==> config.mk <==
export PLATFORM = sky130hd
export DESIGN_NAME = framed_pwm_command_receiver
export DESIGN_NICKNAME = d
export VERILOG_FILES = /design/src/rtl/core/fpcr_pkg.sv /design/src/rtl/core/fpcr_datapath.sv /design/src/rtl/core/fpcr_ctrl.sv /design/src/rtl/core/framed_pwm_command_receiver.sv
export SDC_FILE = /design/constraint.sdc
export NUM_CORES = 1
export LEC_CHECK = 0
export BUFFER_PORTS_ARGS = -buffer_cell sky130_fd_sc_hd__buf_2
export CAP_MARGIN = 20
export CORE_MARGIN = 1
export CORE_UTILIZATION = 55
export CTS_BUF_LIST = sky130_fd_sc_hd__clkbuf_4
export DETAILED_ROUTE_END_ITERATION = 6
export HOLD_SLACK_MARGIN = 0.15
export MAX_ROUTING_LAYER = met4
export PLACE_DENSITY = 0.73
export SLEW_MARGIN = 20
export SYNTH_ARGS = -nofsm -noshare
export SYNTH_HDL_FRONTEND = slang
export SYNTH_SLANG_ARGS = --single-unit
==> constraint.sdc <==
create_clock -name clock -period 3.24 [get_ports clock]
set_clock_uncertainty 0.05 [all_clocks]
set_input_delay 0.486 -clock clock [delete_from_list [all_inputs] [get_ports clock]]
set_output_delay 0.486 -clock clock [all_outputs]
set_load 0.02 [all_outputs]
==> src/rtl/core/fpcr_pkg.sv <==
// ----------------------------------------------------------------------------
// fpcr_pkg
// Shared constants, command/status types and the level conversion for the
// framed drive-level command receiver.
// ----------------------------------------------------------------------------
package fpcr_pkg;

   localparam int BYTE_W          = 8;
   localparam int LEVEL_W         = 7;
   localparam int DEF_MAX_PAYLOAD = 8;

   localparam logic [BYTE_W-1:0]  BYTE_START = 8'h02;
   localparam logic [BYTE_W-1:0]  BYTE_END   = 8'h03;
   localparam logic [BYTE_W-1:0]  CMD_LEFT   = 8'h04;
   localparam logic [BYTE_W-1:0]  CMD_RIGHT  = 8'h05;
   localparam logic [BYTE_W-1:0]  FULL_SCALE = 8'd100;

   // Controller to datapath
   typedef struct packed {
      logic take_byte;   // a request transfer completes this cycle
      logic start_walk;  // end byte closes an open frame
      logic rd_cmd;      // read the command byte of the current pair
      logic rd_val;      // read the value byte of the current pair
      logic latch_cmd;   // capture the command byte just read
      logic apply_val;   // apply the value byte just read
      logic load_rsp;    // load the response register
   } fpcr_cmd_type;

   // Datapath to controller
   typedef struct packed {
      logic end_close;   // current byte is an end byte and a frame is open
      logic has_pairs;   // buffered payload holds at least one full pair
      logic more_pairs;  // another full pair follows the current one
      logic slot_free;   // response register can take a new result
   } fpcr_status_type;

   // Drive level in percent: 100 minus the value, saturated at zero
   function automatic logic [LEVEL_W-1:0] level_of(input logic [BYTE_W-1:0] value);
      logic [BYTE_W-1:0] diff;
      diff = FULL_SCALE - value;
      if (value >= FULL_SCALE) begin
         return '0;
      end
      return diff[LEVEL_W-1:0];
   endfunction

endpackage

==> src/rtl/core/fpcr_datapath.sv <==
// ----------------------------------------------------------------------------
// fpcr_datapath
// Frame tracking, payload memory, pair walk registers, drive levels and the
// response register.
// ----------------------------------------------------------------------------
module fpcr_datapath import fpcr_pkg::*; #(
   parameter int MAX_PAYLOAD = DEF_MAX_PAYLOAD
) (
   input  logic                clock,
   input  logic                reset,
   input  logic [BYTE_W-1:0]   req_rx_byte,
   input  fpcr_cmd_type        cmd,
   output fpcr_status_type     status,
   input  logic                rsp_stall,
   output logic                rsp_valid,
   output logic [LEVEL_W-1:0]  rsp_left_level,
   output logic [LEVEL_W-1:0]  rsp_right_level,
   output logic                rsp_left_updated,
   output logic                rsp_right_updated
);

   localparam int AW = $clog2(MAX_PAYLOAD);
   localparam int CW = $clog2(MAX_PAYLOAD + 1);

   logic                frame_open_ff;
   logic [CW-1:0]       count_ff;
   logic [BYTE_W-1:0]   mem [MAX_PAYLOAD];
   logic [BYTE_W-1:0]   rd_data_ff;
   logic [AW-1:0]       idx_ff;
   logic [BYTE_W-1:0]   cmd_byte_ff;
   logic [LEVEL_W-1:0]  left_drive_ff;
   logic [LEVEL_W-1:0]  right_drive_ff;
   logic                left_upd_ff;
   logic                right_upd_ff;
   logic                rsp_valid_ff;
   logic [LEVEL_W-1:0]  rsp_left_ff;
   logic [LEVEL_W-1:0]  rsp_right_ff;
   logic                rsp_lu_ff;
   logic                rsp_ru_ff;

   logic                is_start;
   logic                is_end;
   logic                wr_en;
   logic                rd_en;
   logic [AW-1:0]       rd_addr;

   assign is_start = (req_rx_byte == BYTE_START);
   assign is_end   = (req_rx_byte == BYTE_END);
   assign wr_en    = cmd.take_byte && !is_start && !is_end && frame_open_ff
                     && (count_ff < CW'(MAX_PAYLOAD));
   assign rd_en    = cmd.rd_cmd || cmd.rd_val;
   assign rd_addr  = cmd.rd_val ? idx_ff + AW'(1) : idx_ff;

   assign status.end_close  = is_end && frame_open_ff;
   assign status.has_pairs  = (count_ff >= CW'(2));
   assign status.more_pairs = ((CW+1)'(idx_ff) + (CW+1)'(3)) < (CW+1)'(count_ff);
   assign status.slot_free  = !rsp_valid_ff || !rsp_stall;

   // Payload memory: one write port, one registered read port
   always_ff @(posedge clock) begin
      if (wr_en) begin
         mem[count_ff[AW-1:0]] <= req_rx_byte;
      end
      if (rd_en) begin
         rd_data_ff <= mem[rd_addr];
      end
   end

   // Frame state and payload count
   always_ff @(posedge clock) begin
      if (reset) begin
         frame_open_ff <= 1'b0;
         count_ff      <= '0;
      end else if (cmd.take_byte) begin
         if (is_start && !frame_open_ff) begin
            frame_open_ff <= 1'b1;
            count_ff      <= '0;
         end else if (cmd.start_walk) begin
            frame_open_ff <= 1'b0;
         end else if (wr_en) begin
            count_ff <= count_ff + CW'(1);
         end
      end
   end

   // Pair walk and drive levels
   always_ff @(posedge clock) begin
      if (reset) begin
         left_drive_ff  <= '0;
         right_drive_ff <= '0;
         left_upd_ff    <= 1'b0;
         right_upd_ff   <= 1'b0;
      end else if (cmd.start_walk) begin
         left_upd_ff  <= 1'b0;
         right_upd_ff <= 1'b0;
      end else if (cmd.apply_val) begin
         if (cmd_byte_ff == CMD_LEFT) begin
            left_drive_ff <= level_of(rd_data_ff);
            left_upd_ff   <= 1'b1;
         end else if (cmd_byte_ff == CMD_RIGHT) begin
            right_drive_ff <= level_of(rd_data_ff);
            right_upd_ff   <= 1'b1;
         end
      end
   end

   always_ff @(posedge clock) begin
      if (cmd.start_walk) begin
         idx_ff <= '0;
      end else if (cmd.apply_val) begin
         idx_ff <= idx_ff + AW'(2);
      end
      if (cmd.latch_cmd) begin
         cmd_byte_ff <= rd_data_ff;
      end
   end

   // Response register
   always_ff @(posedge clock) begin
      if (reset) begin
         rsp_valid_ff <= 1'b0;
      end else if (cmd.load_rsp) begin
         rsp_valid_ff <= 1'b1;
      end else if (!rsp_stall) begin
         rsp_valid_ff <= 1'b0;
      end
   end

   always_ff @(posedge clock) begin
      if (cmd.load_rsp) begin
         rsp_left_ff  <= left_drive_ff;
         rsp_right_ff <= right_drive_ff;
         rsp_lu_ff    <= left_upd_ff;
         rsp_ru_ff    <= right_upd_ff;
      end
   end

   assign rsp_valid         = rsp_valid_ff;
   assign rsp_left_level    = rsp_left_ff;
   assign rsp_right_level   = rsp_right_ff;
   assign rsp_left_updated  = rsp_lu_ff;
   assign rsp_right_updated = rsp_ru_ff;

endmodule

==> src/rtl/core/fpcr_ctrl.sv <==
// ----------------------------------------------------------------------------
// fpcr_ctrl
// Sequencer for byte intake, the command/value pair walk and result hand-off.
// ----------------------------------------------------------------------------
module fpcr_ctrl import fpcr_pkg::*; (
   input  logic             clock,
   input  logic             reset,
   input  logic             req_valid,
   output logic             req_stall,
   input  fpcr_status_type  status,
   output fpcr_cmd_type     cmd
);

   typedef enum logic [2:0] {
      ST_IDLE,
      ST_CMD,
      ST_VAL,
      ST_APPLY,
      ST_DONE
   } state_type;

   state_type state_ff;
   state_type state_in;

   always_comb begin
      cmd            = '0;
      cmd.take_byte  = (state_ff == ST_IDLE) && req_valid;
      cmd.start_walk = cmd.take_byte && status.end_close;
      cmd.rd_cmd     = (state_ff == ST_CMD);
      cmd.rd_val     = (state_ff == ST_VAL);
      cmd.latch_cmd  = (state_ff == ST_VAL);
      cmd.apply_val  = (state_ff == ST_APPLY);
      cmd.load_rsp   = (state_ff == ST_DONE) && status.slot_free;
   end

   assign req_stall = (state_ff != ST_IDLE);

   always_comb begin
      state_in = state_ff;
      case (state_ff)
         ST_IDLE: begin
            if (cmd.start_walk) begin
               state_in = status.has_pairs ? ST_CMD : ST_DONE;
            end
         end
         ST_CMD:   state_in = ST_VAL;
         ST_VAL:   state_in = ST_APPLY;
         ST_APPLY: state_in = status.more_pairs ? ST_CMD : ST_DONE;
         ST_DONE: begin
            if (status.slot_free) begin
               state_in = ST_IDLE;
            end
         end
         default:  state_in = ST_IDLE;
      endcase
   end

   always_ff @(posedge clock) begin
      if (reset) begin
         state_ff <= ST_IDLE;
      end else begin
         state_ff <= state_in;
      end
   end

endmodule

==> src/rtl/core/framed_pwm_command_receiver.sv <==
// ----------------------------------------------------------------------------
// framed_pwm_command_receiver
// Start/end framed command receiver that yields left and right drive levels.
// ----------------------------------------------------------------------------
// Usage:
//   req_* carries one received byte per transfer. 0x02 opens a frame, 0x03
//   closes it, other bytes are buffered (up to MAX_PAYLOAD) while it is open.
//   rsp_* carries one result per closed frame: both drive levels in percent
//   and a flag per side telling whether the frame set that side.
// Timing:
//   Start and payload bytes are taken without a stall; req_stall stays low.
//   An end byte that closes a frame stalls the request side while the
//   controller walks the full command/value pairs (at most MAX_PAYLOAD/2)
//   through the single-read-port payload memory, in states CMD, VAL and
//   APPLY per pair, and then loads the response register in state DONE.
//   rsp_valid is registered from that load.
// Reset:
//   Closes any frame, clears the payload count, zeroes both drive levels and
//   drops rsp_valid. Payload memory content is not cleared.
// Back-pressure:
//   While rsp_stall holds a pending result, bytes are still taken; a later
//   frame end waits at the hand-off until the response register frees up.
// ----------------------------------------------------------------------------
module framed_pwm_command_receiver import fpcr_pkg::*; #(
   parameter int MAX_PAYLOAD = DEF_MAX_PAYLOAD
) (
   input  logic                clock,
   input  logic                reset,
   // request channel: received bytes
   input  logic                req_valid,
   output logic                req_stall,
   input  logic [BYTE_W-1:0]   req_rx_byte,
   // response channel: one result per closed frame
   output logic                rsp_valid,
   input  logic                rsp_stall,
   output logic [LEVEL_W-1:0]  rsp_left_level,
   output logic [LEVEL_W-1:0]  rsp_right_level,
   output logic                rsp_left_updated,
   output logic                rsp_right_updated
);

   fpcr_cmd_type    cmd;
   fpcr_status_type status;

   // Sequence intake, pair walk and result hand-off
   fpcr_ctrl u_ctrl (
      .clock     (clock),
      .reset     (reset),
      .req_valid (req_valid),
      .req_stall (req_stall),
      .status    (status),
      .cmd       (cmd)
   );

   // Hold frame state, payload, levels and the response register
   fpcr_datapath #(
      .MAX_PAYLOAD (MAX_PAYLOAD)
   ) u_datapath (
      .clock             (clock),
      .reset             (reset),
      .req_rx_byte       (req_rx_byte),
      .cmd               (cmd),
      .status            (status),
      .rsp_stall         (rsp_stall),
      .rsp_valid         (rsp_valid),
      .rsp_left_level    (rsp_left_level),
      .rsp_right_level   (rsp_right_level),
      .rsp_left_updated  (rsp_left_updated),
      .rsp_right_updated (rsp_right_updated)
   );

endmodule

Word level (Yosys, flattened, before mapping)
Memories as Yosys holds them, arrays and structs flattened. A register that Yosys moved wholly into a read port is not among the register bits.
Cells that the tools add are included.
{ "totals": {"regBits": 52, "ramBits": 64, "out_inout_bits": 18, "mem_count": 1} }
{ "memory_table": {"columns": ["memory", "words", "width", "read_ports", "rd_ports_with_merged_regs", "wr", "line_no", "source"], "rows": [
  ["u_datapath.mem", 8, 8, 1, 1, 1, "fpcr_datapath.sv:27", "logic [BYTE_W-1:0] mem [MAX_PAYLOAD];"]
]} }
{ "classes": {"add_sub_neg": 5, "n_lt_le_gt_ge": 4, "eq_ne": 12, "muxes": 28, "n_bitwise": 2, "reduce_logical": 28} }
{ "op_table": {"columns": ["cell", "count"], "rows": [
  ["7-bit two-way mux", 3],
  ["8-bit by 2-bit == test with 1-bit output (second input constant)", 2],
  ["8-bit by 3-bit == test with 1-bit output (second input constant)", 2],
  ["1-bit two-way mux", 16],
  ["3-bit two-way mux", 5],
  ["3-bit one-hot mux with 5 select lines", 1],
  ["4-bit two-way mux", 3],
  ["1-bit logical AND", 9],
  ["3-bit AND reduction", 3],
  ["8-bit by 7-bit >= comparator with 1-bit output (second input constant)", 1],
  ["7-bit subtractor (first input constant)", 1],
  ["3-bit by 2-bit == test with 1-bit output (second input constant)", 2],
  ["2-bit by 1-bit inequality test with 1-bit output (second input constant)", 3],
  ["2-bit AND reduction", 3],
  ["1-bit logical NOT", 5],
  ["5-bit by 4-bit < comparator with 1-bit output", 1],
  ["3-bit by 2-bit adder with 4-bit output (second input constant)", 1],
  ["4-bit by 1-bit adder with 4-bit output (second input constant)", 1],
  ["4-bit by 2-bit >= comparator with 1-bit output (second input constant)", 1],
  ["4-bit < comparator (second input constant)", 1],
  ["4-bit AND reduction", 1],
  ["2-bit nonzero test", 2],
  ["3-bit by 1-bit adder with 3-bit output (second input constant)", 1],
  ["3-bit by 2-bit adder with 3-bit output (second input constant)", 1],
  ["other kinds (8)", 10]
]} }

Longest topological paths before layout
Gate-level depths: netlist of run 1.
{ "depth": {"ltp_word": 9, "ltp_mapped": 6, "ltp_nobuf": 6} }

Modules after synthesis
Synthesis of run 1 repeated with hierarchy kept, for this count alone.
{ "hier_totals": {"hier_cells": 305, "hier_area_um2": 4923.5} }
{ "modules_own_cells": {"columns": ["module", "instances", "cells_per_inst", "area_each_um2", "seq_area_each_um2"], "rows": [
  ["fpcr_datapath", 1, 272, 4674.5, 3363.2],
  ["fpcr_ctrl", 1, 33, 249.0, 60.1]
]} }

Least setup slack after synthesis of run 1
OpenSTA, ideal clock, no wires.
{ "synth_timing": {"path_kind": "register to register", "startpoint": "reg u_ctrl.state_ff[2]", "endpoint": "mem u_datapath.mem[0][0] (enable)", "arrival_time_ns": 2.005, "required_ns": 2.807, "path_slack_ns": 0.802, "stages_incl_launch_ff": 6, "path_cell_list": "dfxtp_1 -> buf_6 -> or4b_4 -> a211oi_4 -> nand2_1 -> nor3_1"} }
{ "synth_via": {"elab_chain_cells": 8} }
{ "synth_rtl": {"columns": ["item", "line_no", "source"], "rows": [
  ["start, declared", "fpcr_ctrl.sv:22", "state_type state_ff;"],
  ["start signal, assigned", "fpcr_ctrl.sv:62", "state_ff <= state_in;"],
  ["3-bit logical NOT", "fpcr_ctrl.sv:27", "cmd.take_byte = (state_ff == ST_IDLE) && req_valid;"],
  ["1-bit logical AND", "fpcr_ctrl.sv:27", null],
  ["1-bit logical AND (3 in series)", "fpcr_datapath.sv:49", "assign wr_en = cmd.take_byte && !is_start && !is_end && frame_open_ff"],
  ["1-bit logical AND", "fpcr_datapath.sv:50", "&& (count_ff < CW'(MAX_PAYLOAD));"],
  ["1-bit two-way mux", "fpcr_datapath.sv:61", "if (wr_en) begin"],
  ["1-bit two-way mux (not written as such)", "fpcr_datapath.sv:62", "mem[count_ff[AW-1:0]] <= req_rx_byte;"],
  ["end, declared", "fpcr_datapath.sv:27", null]
]} }
No other way between the ends.

Final worst setup path of run 1
{ "layout_timing": {"startpoint": "reg u_ctrl.state_ff[2]", "endpoint": "mem u_datapath.mem[1][1] (enable)"} }
The elaborated chain is that of the path after synthesis.

==> results of run 1 <==
-- kinds of logic after synthesis --
family,share of synthesized area
mux,0.0967
fa+ha+maj,0.0129
buf+inv,0.0273
xor+xnor,0.00540
compound gates,0.0566
flops,0.704
simple gates,0.0972
-- layout make-up --
| class | count | area share |
|---|---|---|
| clock buffer | 17 | 0.0237 |
| clock inverter | 15 | 0.0286 |
| inverter | 13 | 0.00905 |
| multi-input combinational | 153 | 0.243 |
| sequential | 123 | 0.635 |
| tap | 105 | 0.0244 |
| timing repair buffer | 36 | 0.0367 |
-- power by group through the flow --
stage | combinational [W] | sequential (W) | clock [W]
floorplan | 0.0000306 | 0.00173 | 0
global placement | 0.0000563 | 0.00173 | 0
detailed placement | 0.0000578 | 0.00173 | 0
CTS | 0.0000580 | 0.00169 | 0.00107
global route | 0.0000633 | 0.00169 | 0.00113
finish | 0.0000574 | 0.00169 | 0.00105
-- flip-flops by register name, summed over array words and instances, names as in the netlist --
register,count
u_datapath.cmd_byte_ff,8
u_datapath.rsp_valid,1
u_datapath.right_upd_ff,1
u_datapath.rd_data_ff,8
u_datapath.rsp_left_updated,1
u_datapath.rsp_left_level,7
u_datapath.left_upd_ff,1
u_datapath.idx_ff,2
u_datapath.left_drive_ff,7
u_datapath.rsp_right_level,7
u_datapath.count_ff,4
u_datapath.rsp_right_updated,1
u_datapath.mem,64
u_ctrl.state_ff,3
u_datapath.frame_open_ff,1
u_datapath.right_drive_ff,7
-- cell usage after synthesis, drive strengths merged (2+ instances only) --
cell | number | share of area
edfxtp | 96 | 0.59
dfxtp | 27 | 0.11
nor2 | 20 | 0.015
mux4 | 16 | 0.074
nand2b | 15 | 0.019
inv | 13 | 0.010
nor3 | 12 | 0.015
nand2 | 9 | 0.0069
mux2 | 8 | 0.019
buf | 7 | 0.0095
clkbuf | 7 | 0.0077
o21ai | 7 | 0.0072
o22ai | 6 | 0.0077
o32ai | 6 | 0.011
ha | 5 | 0.013
a21oi | 4 | 0.0041
nand3 | 4 | 0.0041
a211oi | 3 | 0.0072
and2 | 3 | 0.0039
a31oi | 2 | 0.0026
mux2i | 2 | 0.0041
nand3b | 2 | 0.0031
nor2b | 2 | 0.0026
nor4 | 2 | 0.0039
or3 | 2 | 0.0026
or4b | 2 | 0.0049
xnor2 | 2 | 0.0036
-- per-stage QoR --
step / hold WS (ps) / util / power [W] / area (µm²) / cells
2_1_floorplan: 358 / - / 0.00176 / 4860 / 303
3_3_place_gp: 362 / 0.609 / 0.00179 / 5110 / 430
3_5_place_dp: 367 / 0.609 / 0.00179 / 5110 / 430
4_1_cts: 167 / 0.643 / 0.00282 / 5390 / 462
5_1_grt: 180 / 0.643 / 0.00289 / 5390 / 462
6_report: 187 / 0.643 / 0.00280 / 5390 / 462
-- path summary, 6_finish.rpt --
path	start	endpoint	slack [ps]
setup / recovery	u_ctrl.state_ff[2]$_SDFFE_PP0P_	u_datapath.mem[1][1]$_DFFE_PP_	670
setup reg to reg	u_ctrl.state_ff[2]$_SDFFE_PP0P_	u_datapath.mem[1][1]$_DFFE_PP_	670
hold reg to reg	u_datapath.right_drive_ff[5]$_SDFFE_PP0P_	u_datapath.rsp_right_level[5]$_DFFE_PP_	390
hold / removal	rsp_stall	u_datapath.rsp_valid$_SDFFE_PP0P_	190
-- per-layer routing --
metal | wire [µm] | part of all wire | global-route usage | vias up
met5 | 0 | 0 | - | -
met4 | 97 | 0.012 | 0.0709 | 0
met3 | 467 | 0.056 | 0.0616 | 9
met2 | 4110 | 0.49 | 0.339 | 76
met1 | 3710 | 0.44 | 0.267 | 1320
li1 | - | - | - | 1253
-- cell usage in the layout (no fill, tap or decap), types with 7 or more instances in the layout --
cell type  instances
clkbuf_4          17
buf_2             29
edfxtp_1          96
mux2_2             8
buf_4              7
nor2_1            20
nor3_1            11
nand2b_1          15
inv_6              7
nand2_1            9
mux4_2            16
dfxtp_1           27
inv_1             12
-- worst max-delay path: stages, from the launching register on --
cell and delay [ps]:
dfxtp_1 440, or4b_4 600, a211oi_4 330, nand2_1 200, nor2_1 590
==> key figures, run 1 <==
Placement
  • Input/output buffers: 29
  • DP Wirelength: 5750 µm
  • Setup WS pre-CTS: 670 ps
  • Routability Congestion: 0.789

Timing
  • Final min period: 2570 ps
  • Slew at the pin with the worst max-slew slack: 724 ps
  • RSZ-0062 raised after global routing: false
  • Fin worst setup slack: 672 ps
  • Hold Vio Cnt, Final: 0
  • Period utilization: 0.792
  • Max Freq: 389 MHz
  • Setup tns final: 0 ps
  • Slew headroom: 0.517
  • Slew Viols, Final: 0
  • Final setup fails: 0

Power
  • Switching share of total power: 0.242
  • Internal power: 0.00212 W
  • Static Leak: 1.76 nW
  • Combinational Power Share: 0.021
  • Worst vdd ir: 0.348 mV
  • Sw Pwr: 0.000679 W
  • PwrDens: 520 nW/µm²
  • Sequential share of power: 0.604
  • Clock share of power: 0.375

Yosys
  • Seq cells post-synth: 123
  • Post-synthesis sequential area ratio: 0.704
  • Ys flop type: edfxtp_1
  • Syn Nets: 320
  • Avg Inst Size Synth: 16.1 µm²
  • Yosys warnings: 0
  • Netlist Area Pre-Place: 4860 µm²
  • Synth async-reset ratio: 0
  • EDFF count, synth: 96
  • Netlist cell types: 56
  • Cells after Synth: 303

Setup path
  • Max FO, Critical Path: 10
  • Startpoint types: flop
  • Setup crit end kind: flop
  • CP Data Required Time: 3340 ps
  • Data arrival time of the worst path: 2670 ps
  • Crit Path Category: reg -> reg
  • R2R depth: 4

Clocking
  • TritonCTS clock tree: done
  • Num Clock Sinks: 123
  • Hold_buf cts: 0
  • Clk buf depth: 2
  • Worst-path clk slew: 130 ps
  • CTS HTree Levels: 4
  • Clk Latency, worst-skew pair: 510 ps
  • CTS Root Cell: clkbuf_4
  • Setup Buffers After CTS: 0
  • Num CTS Buffers: 17
  • Post-CTS Resized: 0

Floorplanning
  • Die H: 96.0 µm
  • Core area: 8380 µm²
  • Initial Utilization: 0.580
  • Site Rows: 33
  • I/O Pins: 30
  • Die area: 9220 µm²
  • Die X: 96.0 µm

GRT
  • Largest net degree at the start of global routing: 33
  • Gr ovfl total: 0
  • Number of antenna violations at the first check in global routing: 0
  • Number of global-route vias before repair: 2645
  • Wire length of the first global-routing pass: 13500 µm
  • Total GRT Usage: 0.214

Drt
  • Routed vias: 2658
  • Routed length per instance: 18.2 µm
  • First drt pass iteration count: 4
  • Wirelength, routed: 8390 µm
  • Number of routed nets with antenna violations: 0
  • DRC Markers: 0
  • Vias per cell: 5.75
  • Initial DRC Count: 110

Flow run
  • Max-Cap Viols: 0

Cells and area
  • Filler cell count: 641
  • Antenna Cells: 0
  • Layout net count: 361
  • Register area: 3420 µm²
  • Share of layout cells above drive strength 1: 0.289
  • Multi-input logic area: 1310 µm²
  • Layout area overhead: 10.8%

Run status
  • Status: completed

Min path
  • Worst hold path stage count: 3
  • Hold crit path type: in -> reg
Note: power is estimated with default switching activity, not from simulation.
==> run 2: changes to the inputs <==
--- a/config.mk
+++ b/config.mk
@@ -13,7 +13,7 @@
 export DETAILED_ROUTE_END_ITERATION = 6
 export HOLD_SLACK_MARGIN = 0.15
 export MAX_ROUTING_LAYER = met4
-export PLACE_DENSITY = 0.73
+export PLACE_DENSITY = 0.76
 export SLEW_MARGIN = 20
 export SYNTH_ARGS = -nofsm -noshare
 export SYNTH_HDL_FRONTEND = slang
==> constraint.sdc (replaced) <==
create_clock -name clock -period 2.2 [get_ports clock]
set_clock_uncertainty 0.05 [all_clocks]
set_input_delay 0.33 -clock clock [delete_from_list [all_inputs] [get_ports clock]]
set_output_delay 0.33 -clock clock [all_outputs]
set_load 0.02 [all_outputs]
==> key figures, run 2 (same netlist as run 1, synthesis figures left out) <==
Run status
  • Status: completed

Timing
  • Final setup fails: 0
  • Period utilization: 0.964
  • Slew Viols, Final: 0
  • Slew at the pin with the worst max-slew slack: 539 ps
  • Max Freq: 472 MHz
  • Final min period: 2120 ps
  • Min Hold Slack: 256 ps
  • Slew headroom: 0.641
  • Hold Vio Cnt, Final: 0
  • RSZ-0062 raised after global routing: true
  • Setup tns final: 0 ps

Setup path
  • Crit-path max cell delay: 580 ps
  • Family with the most delay on the worst path: simple AND/OR/NAND/NOR gates
  • Worst Setup SP: u_ctrl.state_ff[2]$_SDFFE_PP0P_
  • Crit Path Category: reg -> reg
  • Levels on crit path: 5
  • Setup crit end kind: flop
  • Worst R2R Setup Slack: 80 ps
  • CP Data Required Time: 2370 ps
  • Max FO, Critical Path: 8
  • R2R depth: 5
  • CP Cell Sequence: or4b_4, a211oi_4, nand2_1, nor2_1, buf_4
  • CP max-delay cell: or4b_4
  • Data arrival time of the worst path: 2290 ps
  • Buf/Inv on CP: 1
  • FF-to-FF Start: u_ctrl.state_ff[2]$_SDFFE_PP0P_
  • Capturing point of the worst reg2reg path: u_datapath.mem[7][2]$_DFFE_PP_
  • Startpoint types: flop

Clocking
  • TritonCTS clock tree: done
  • Clk Latency, worst-skew pair: 510 ps
  • CTS HTree Levels: 4
  • Post-CTS Resized: 0
  • Num Clock Sinks: 123
  • Clk buf depth: 2
  • Worst-path clk slew: 120 ps
  • CTS Root Cell: clkbuf_4
  • Setup Buffers After CTS: 0
  • Num CTS Buffers: 17

Floorplanning
  • Die H: 96.0 µm
  • I/O Pins: 30
  • Die area: 9220 µm²
  • Site Rows: 33
  • Initial Utilization: 0.580
  • Core area: 8380 µm²
  • Die X: 96.0 µm

Placement
  • Area post-placement: 5290 µm²
  • Input/output buffers: 29
  • Routability Congestion: 0.853
  • DP Wirelength: 6150 µm

Drt
  • Routed vias: 2775
  • Met1 WL: 3920 µm
  • Detailed route wirelength on metal2: 4510 µm
  • First drt pass iteration count: 4
  • Initial DRC Count: 106
  • Met3 wire len: 438 µm
  • Number of routed nets with antenna violations: 0
  • Wirelength, routed: 8950 µm
  • DRC Markers: 0
  • Vias per cell: 5.66
  • Max layer used: met4
  • Routed length per instance: 18.3 µm

Min path
  • Worst hold path stage count: 2
  • Hold crit path type: in -> reg
  • Hold_sp: reset
  • Hold endpoint: u_datapath.rsp_valid$_SDFFE_PP0P_

GRT
  • Total GRT Usage: 0.229
  • Gr ovfl total: 0
  • Wire length of the first global-routing pass: 14300 µm
  • Number of antenna violations at the first check in global routing: 0
  • Largest net degree at the start of global routing: 33
  • Number of global-route vias before repair: 2732

Cells and area
  • Antenna Cells: 0
  • Filler cell count: 567
  • Largest register FFs: 64
  • Most frequent cells in the layout: edfxtp_1 (96), buf_2 (29), dfxtp_1 (26), buf_4 (25), nor2_1 (20)
  • Commonest non-fill, non-tap cell in the layout: edfxtp_1
  • Final Util: 0.677
  • Layout area overhead: 16.7%
  • Post-Layout Inst Area: 5680 µm²
  • Layout net count: 389
  • Share of layout cells above drive strength 1: 0.325

Power
  • Static Leak: 1.92 nW
  • Worst vdd ir: 0.441 mV
  • PwrDens: 746 nW/µm²

Flow run
  • Max-Cap Viols: 0
## run 2: layout make-up
type	instances	area, µm²	area share
repair buffers	64	443	0.0780
clock buffers	17	128	0.0225
well taps	105	131	0.0231
inverters	13	51.3	0.00903
flip-flops and latches	123	3420	0.603
clock inverters	15	175	0.0309
multi-input cells	153	1330	0.233
## run 2: stage by stage
step	total power (W)	setup WS, ps	std cells
floorplan	0.00259	-26.0	303
global placement	0.00264	149	449
detailed placement	0.00264	122	449
CTS	0.00426	92.4	490
global route	0.00437	-9.82	490
finish	0.00424	80.3	490
## run 2: per-layer routing
metal,GRT usage,vias to the layer above
li1,-,1319
met1,0.287,1374
met2,0.362,73
met3,0.0648,9
met4,0.0746,0
met5,-,-
## run 2: repair_timing
item,4_1_cts,5_1_grt
setup endpoints to repair,0,2
endpoints found under the hold margin,66,0
hold buffers,9,0
## run 2: how the worst max path moves through the flow
stage | endpoint | slack (ps)
6_report | u_datapath.mem[7][2]$_DFFE_PP_ | 80
5_1_grt | u_datapath.mem[6][1]$_DFFE_PP_ | -10
4_1_cts | u_datapath.mem[7][6]$_DFFE_PP_ | 90
3_5_place_dp | u_datapath.mem[7][6]$_DFFE_PP_ | 120
3_3_place_gp | u_datapath.mem[6][5]$_DFFE_PP_ | 150
2_1_floorplan | u_datapath.mem[1][0]$_DFFE_PP_ | -30
## run 2: power breakdown
part	total, W	internal, W	switching [W]
Sequential	0.00249	0.00249	0.00000119
Clock	0.00164	0.000784	0.000853
Combinational	0.000111	0.0000513	0.0000597
Total	0.00424	0.00332	0.000914
==> run 3: changes to the inputs <==
--- a/config.mk
+++ b/config.mk
@@ -5,15 +5,15 @@
 export SDC_FILE = /design/constraint.sdc
 export NUM_CORES = 1
 export LEC_CHECK = 0
+export ABC_AREA = 1
 export BUFFER_PORTS_ARGS = -buffer_cell sky130_fd_sc_hd__buf_2
 export CAP_MARGIN = 20
 export CORE_MARGIN = 1
 export CORE_UTILIZATION = 55
 export CTS_BUF_LIST = sky130_fd_sc_hd__clkbuf_4
 export DETAILED_ROUTE_END_ITERATION = 6
-export HOLD_SLACK_MARGIN = 0.15
 export MAX_ROUTING_LAYER = met4
-export PLACE_DENSITY = 0.76
+export PLACE_DENSITY = 0.79
 export SLEW_MARGIN = 20
 export SYNTH_ARGS = -nofsm -noshare
 export SYNTH_HDL_FRONTEND = slang
==> key figures, run 3 <==
Clocking
  • Num Clock Sinks: 123
  • CTS HTree Levels: 4
  • Clk Latency, worst-skew pair: 520 ps
  • Num CTS Buffers: 17
  • Worst-path clk slew: 130 ps
  • CTS Root Cell: clkbuf_4
  • TritonCTS clock tree: done
  • Clk buf depth: 2

Drt
  • First drt pass iteration count: 5
  • Initial DRC Count: 259
  • Routed vias: 3426
  • Vias per cell: 5.52
  • Wirelength, routed: 9830 µm
  • Routed length per instance: 15.8 µm
  • Number of routed nets with antenna violations: 0
  • DRC Markers: 0

Yosys
  • Synth top area cells: edfxtp_1 (58%), dfxtp_1 (11%), nor2_1 (6.9%), nand2_1 (4.3%), o21ai_0 (4.1%)
  • Synth async-reset ratio: 0
  • Seq cells post-synth: 123
  • EDFF count, synth: 96
  • Top cells by count, synth: edfxtp_1 (96), nor2_1 (92), nand2_1 (57)
  • Netlist cell types: 36
  • Ys flop type: edfxtp_1
  • Syn Nets: 466
  • Yosys warnings: 0
  • Post-synthesis sequential area ratio: 0.687
  • Top cell type's share of synthesized area: 0.578
  • Most area-hungry cell type in the Yosys netlist: edfxtp_1
  • Avg Inst Size Synth: 11.1 µm²
  • Count leader, synth: edfxtp_1
  • Netlist Area Pre-Place: 4990 µm²
  • Cells after Synth: 449

Placement
  • Setup WS pre-CTS: 299 ps
  • DP Wirelength: 6620 µm
  • Routability Congestion: 0.878
  • Inst Count DP: 588
  • Input/output buffers: 29

Timing
  • Min Hold Slack: 44.6 ps
  • RSZ-0062 raised after global routing: false
  • Final min period: 1860 ps
  • Setup tns final: 0 ps
  • Slew at the pin with the worst max-slew slack: 594 ps
  • Final setup fails: 0
  • Fin worst setup slack: 344 ps
  • Slew headroom: 0.603
  • Hold Vio Cnt, Final: 0
  • Period utilization: 0.843
  • Slew Viols, Final: 0
  • Max Freq: 539 MHz

Floorplanning
  • Die H: 97.2 µm
  • Initial Utilization: 0.569
  • I/O Pins: 30
  • Site Rows: 34
  • Core area: 8760 µm²
  • Die X: 97.2 µm
  • Die area: 9450 µm²

Power
  • Tot Pwr: 0.00415 W
  • Switching share of total power: 0.245
  • Internal power: 0.00313 W
  • PwrDens: 742 nW/µm²
  • Combinational Power Share: 0.027
  • Worst vdd ir: 0.560 mV
  • Static Leak: 2.14 nW
  • Clock share of power: 0.372
  • Sequential share of power: 0.601
  • Sw Pwr: 0.00102 W

Cells and area
  • Commonest non-fill, non-tap cell in the layout: edfxtp_1
  • Finished Layout Cells: 621
  • Layout area overhead: 12.3%
  • Antenna Cells: 0
  • Layout net count: 517
  • Share of layout cells above drive strength 1: 0.181
  • Most frequent cells in the layout: edfxtp_1 (96), nor2_1 (92), nand2_1 (57), o21ai_0 (41), inv_1 (34)
  • Largest register FFs: 64

Setup path
  • Setup crit end kind: flop
  • Data arrival time of the worst path: 2040 ps
  • Crit Path Category: reg -> reg
  • CP Cell Sequence: nor2_2, nand4_1, nor2_1, nand3_1, inv_1, nand2_1, nor3_1, buf_4
  • CP Data Required Time: 2380 ps
  • CP max-delay cell: dfxtp_1
  • Max FO, Critical Path: 8
  • Startpoint types: flop
  • Crit-path max cell delay: 370 ps
  • Buf/Inv on CP: 2
  • Family with the most delay on the worst path: simple AND/OR/NAND/NOR gates

GRT
  • Largest net degree at the start of global routing: 36
  • Gr ovfl total: 0
  • Wire length of the first global-routing pass: 16400 µm
  • Number of global-route vias before repair: 3525
  • Total GRT Usage: 0.232
  • Number of antenna violations at the first check in global routing: 0

Min path
  • Hold crit path type: in -> reg

Run status
  • Status: completed

Flow run
  • Max-Cap Viols: 0
[run 3: changes by cell type after synthesis, moves of 8 or more]
cell	previous run	this run
o22ai_1	6	16
mux4_2	16	0
a21oi_1	4	14
nand2b_1	15	0
o21ai_0	6	41
nor2_1	20	92
inv_1	12	34
nand2_1	9	57
mux2_2	8	0
nand3_1	4	15
[run 3: cell families after synthesis]
family          share of synthesized area
compound gates                     0.0906
xor+xnor                          0.00351
fa+ha+maj                          0.0125
buf+inv                            0.0394
flops                               0.687
simple gates                        0.167
[run 3: per-stage QoR]
stage          cell area, µm²   util
4_1_cts                  5600  0.639
3_5_place_dp             5310  0.606
3_3_place_gp             5310  0.606
6_report                 5600  0.639
5_1_grt                  5600  0.639
2_1_floorplan            4990      -
[run 3: final timing paths]
check	from	to	slack, ps	cells past startpoint
max	u_ctrl.state_ff[0]$_SDFFE_PP0P_	u_datapath.mem[2][7]$_DFFE_PP_	340	8
min	rsp_stall	u_datapath.rsp_valid$_SDFFE_PP0P_	40	3
max reg2reg	u_ctrl.state_ff[0]$_SDFFE_PP0P_	u_datapath.mem[2][7]$_DFFE_PP_	340	8
min reg2reg	u_datapath.left_drive_ff[4]$_SDFFE_PP0P_	u_datapath.rsp_left_level[4]$_DFFE_PP_	380	0
[run 3: power groups by stage]
stage          logic [W]  clock network (W)  registers [W]
4_1_cts         0.000111            0.00157        0.00249
5_1_grt         0.000125            0.00168        0.00250
3_5_place_dp    0.000109                  0        0.00255
3_3_place_gp    0.000103                  0        0.00255
6_report        0.000112            0.00155        0.00249
2_1_floorplan  0.0000605                  0        0.00255
[run 3: repair_timing]
| item | CTS | global route |
|---|---|---|
| resized for setup | 0 | 0 |
| hold endpoints to repair | 5 | 0 |
| setup endpoints to repair | 0 | 0 |
| hold buffers | 1 | 0 |
| setup buffers | 0 | 0 |
[run 3: worst reg2reg max path: stages (launching register included)]
cell and delay (ps):
dfxtp_1 370, nor2_2 200, nand4_1 120, nor2_1 120
nand3_1 110, inv_1 90, nand2_1 100, nor3_1 170
buf_4 220
[run 3: area by class of cell]
class | count | area [µm²]
clock buffer | 17 | 128
tap | 108 | 135
clock inverter | 15 | 154
sequential | 123 | 3420
fill | 657 | 3170
multi-input combinational | 278 | 1370
inverter | 37 | 139
timing repair buffer | 43 | 253
[run 3: metal layers]
metal | up-vias | global-route usage | part of all wire
met1 | 1608 | 0.253 | 0.39
met2 | 134 | 0.410 | 0.53
li1 | 1658 | - | -
met5 | - | - | 0
met3 | 26 | 0.0504 | 0.057
met4 | 0 | 0.0962 | 0.020
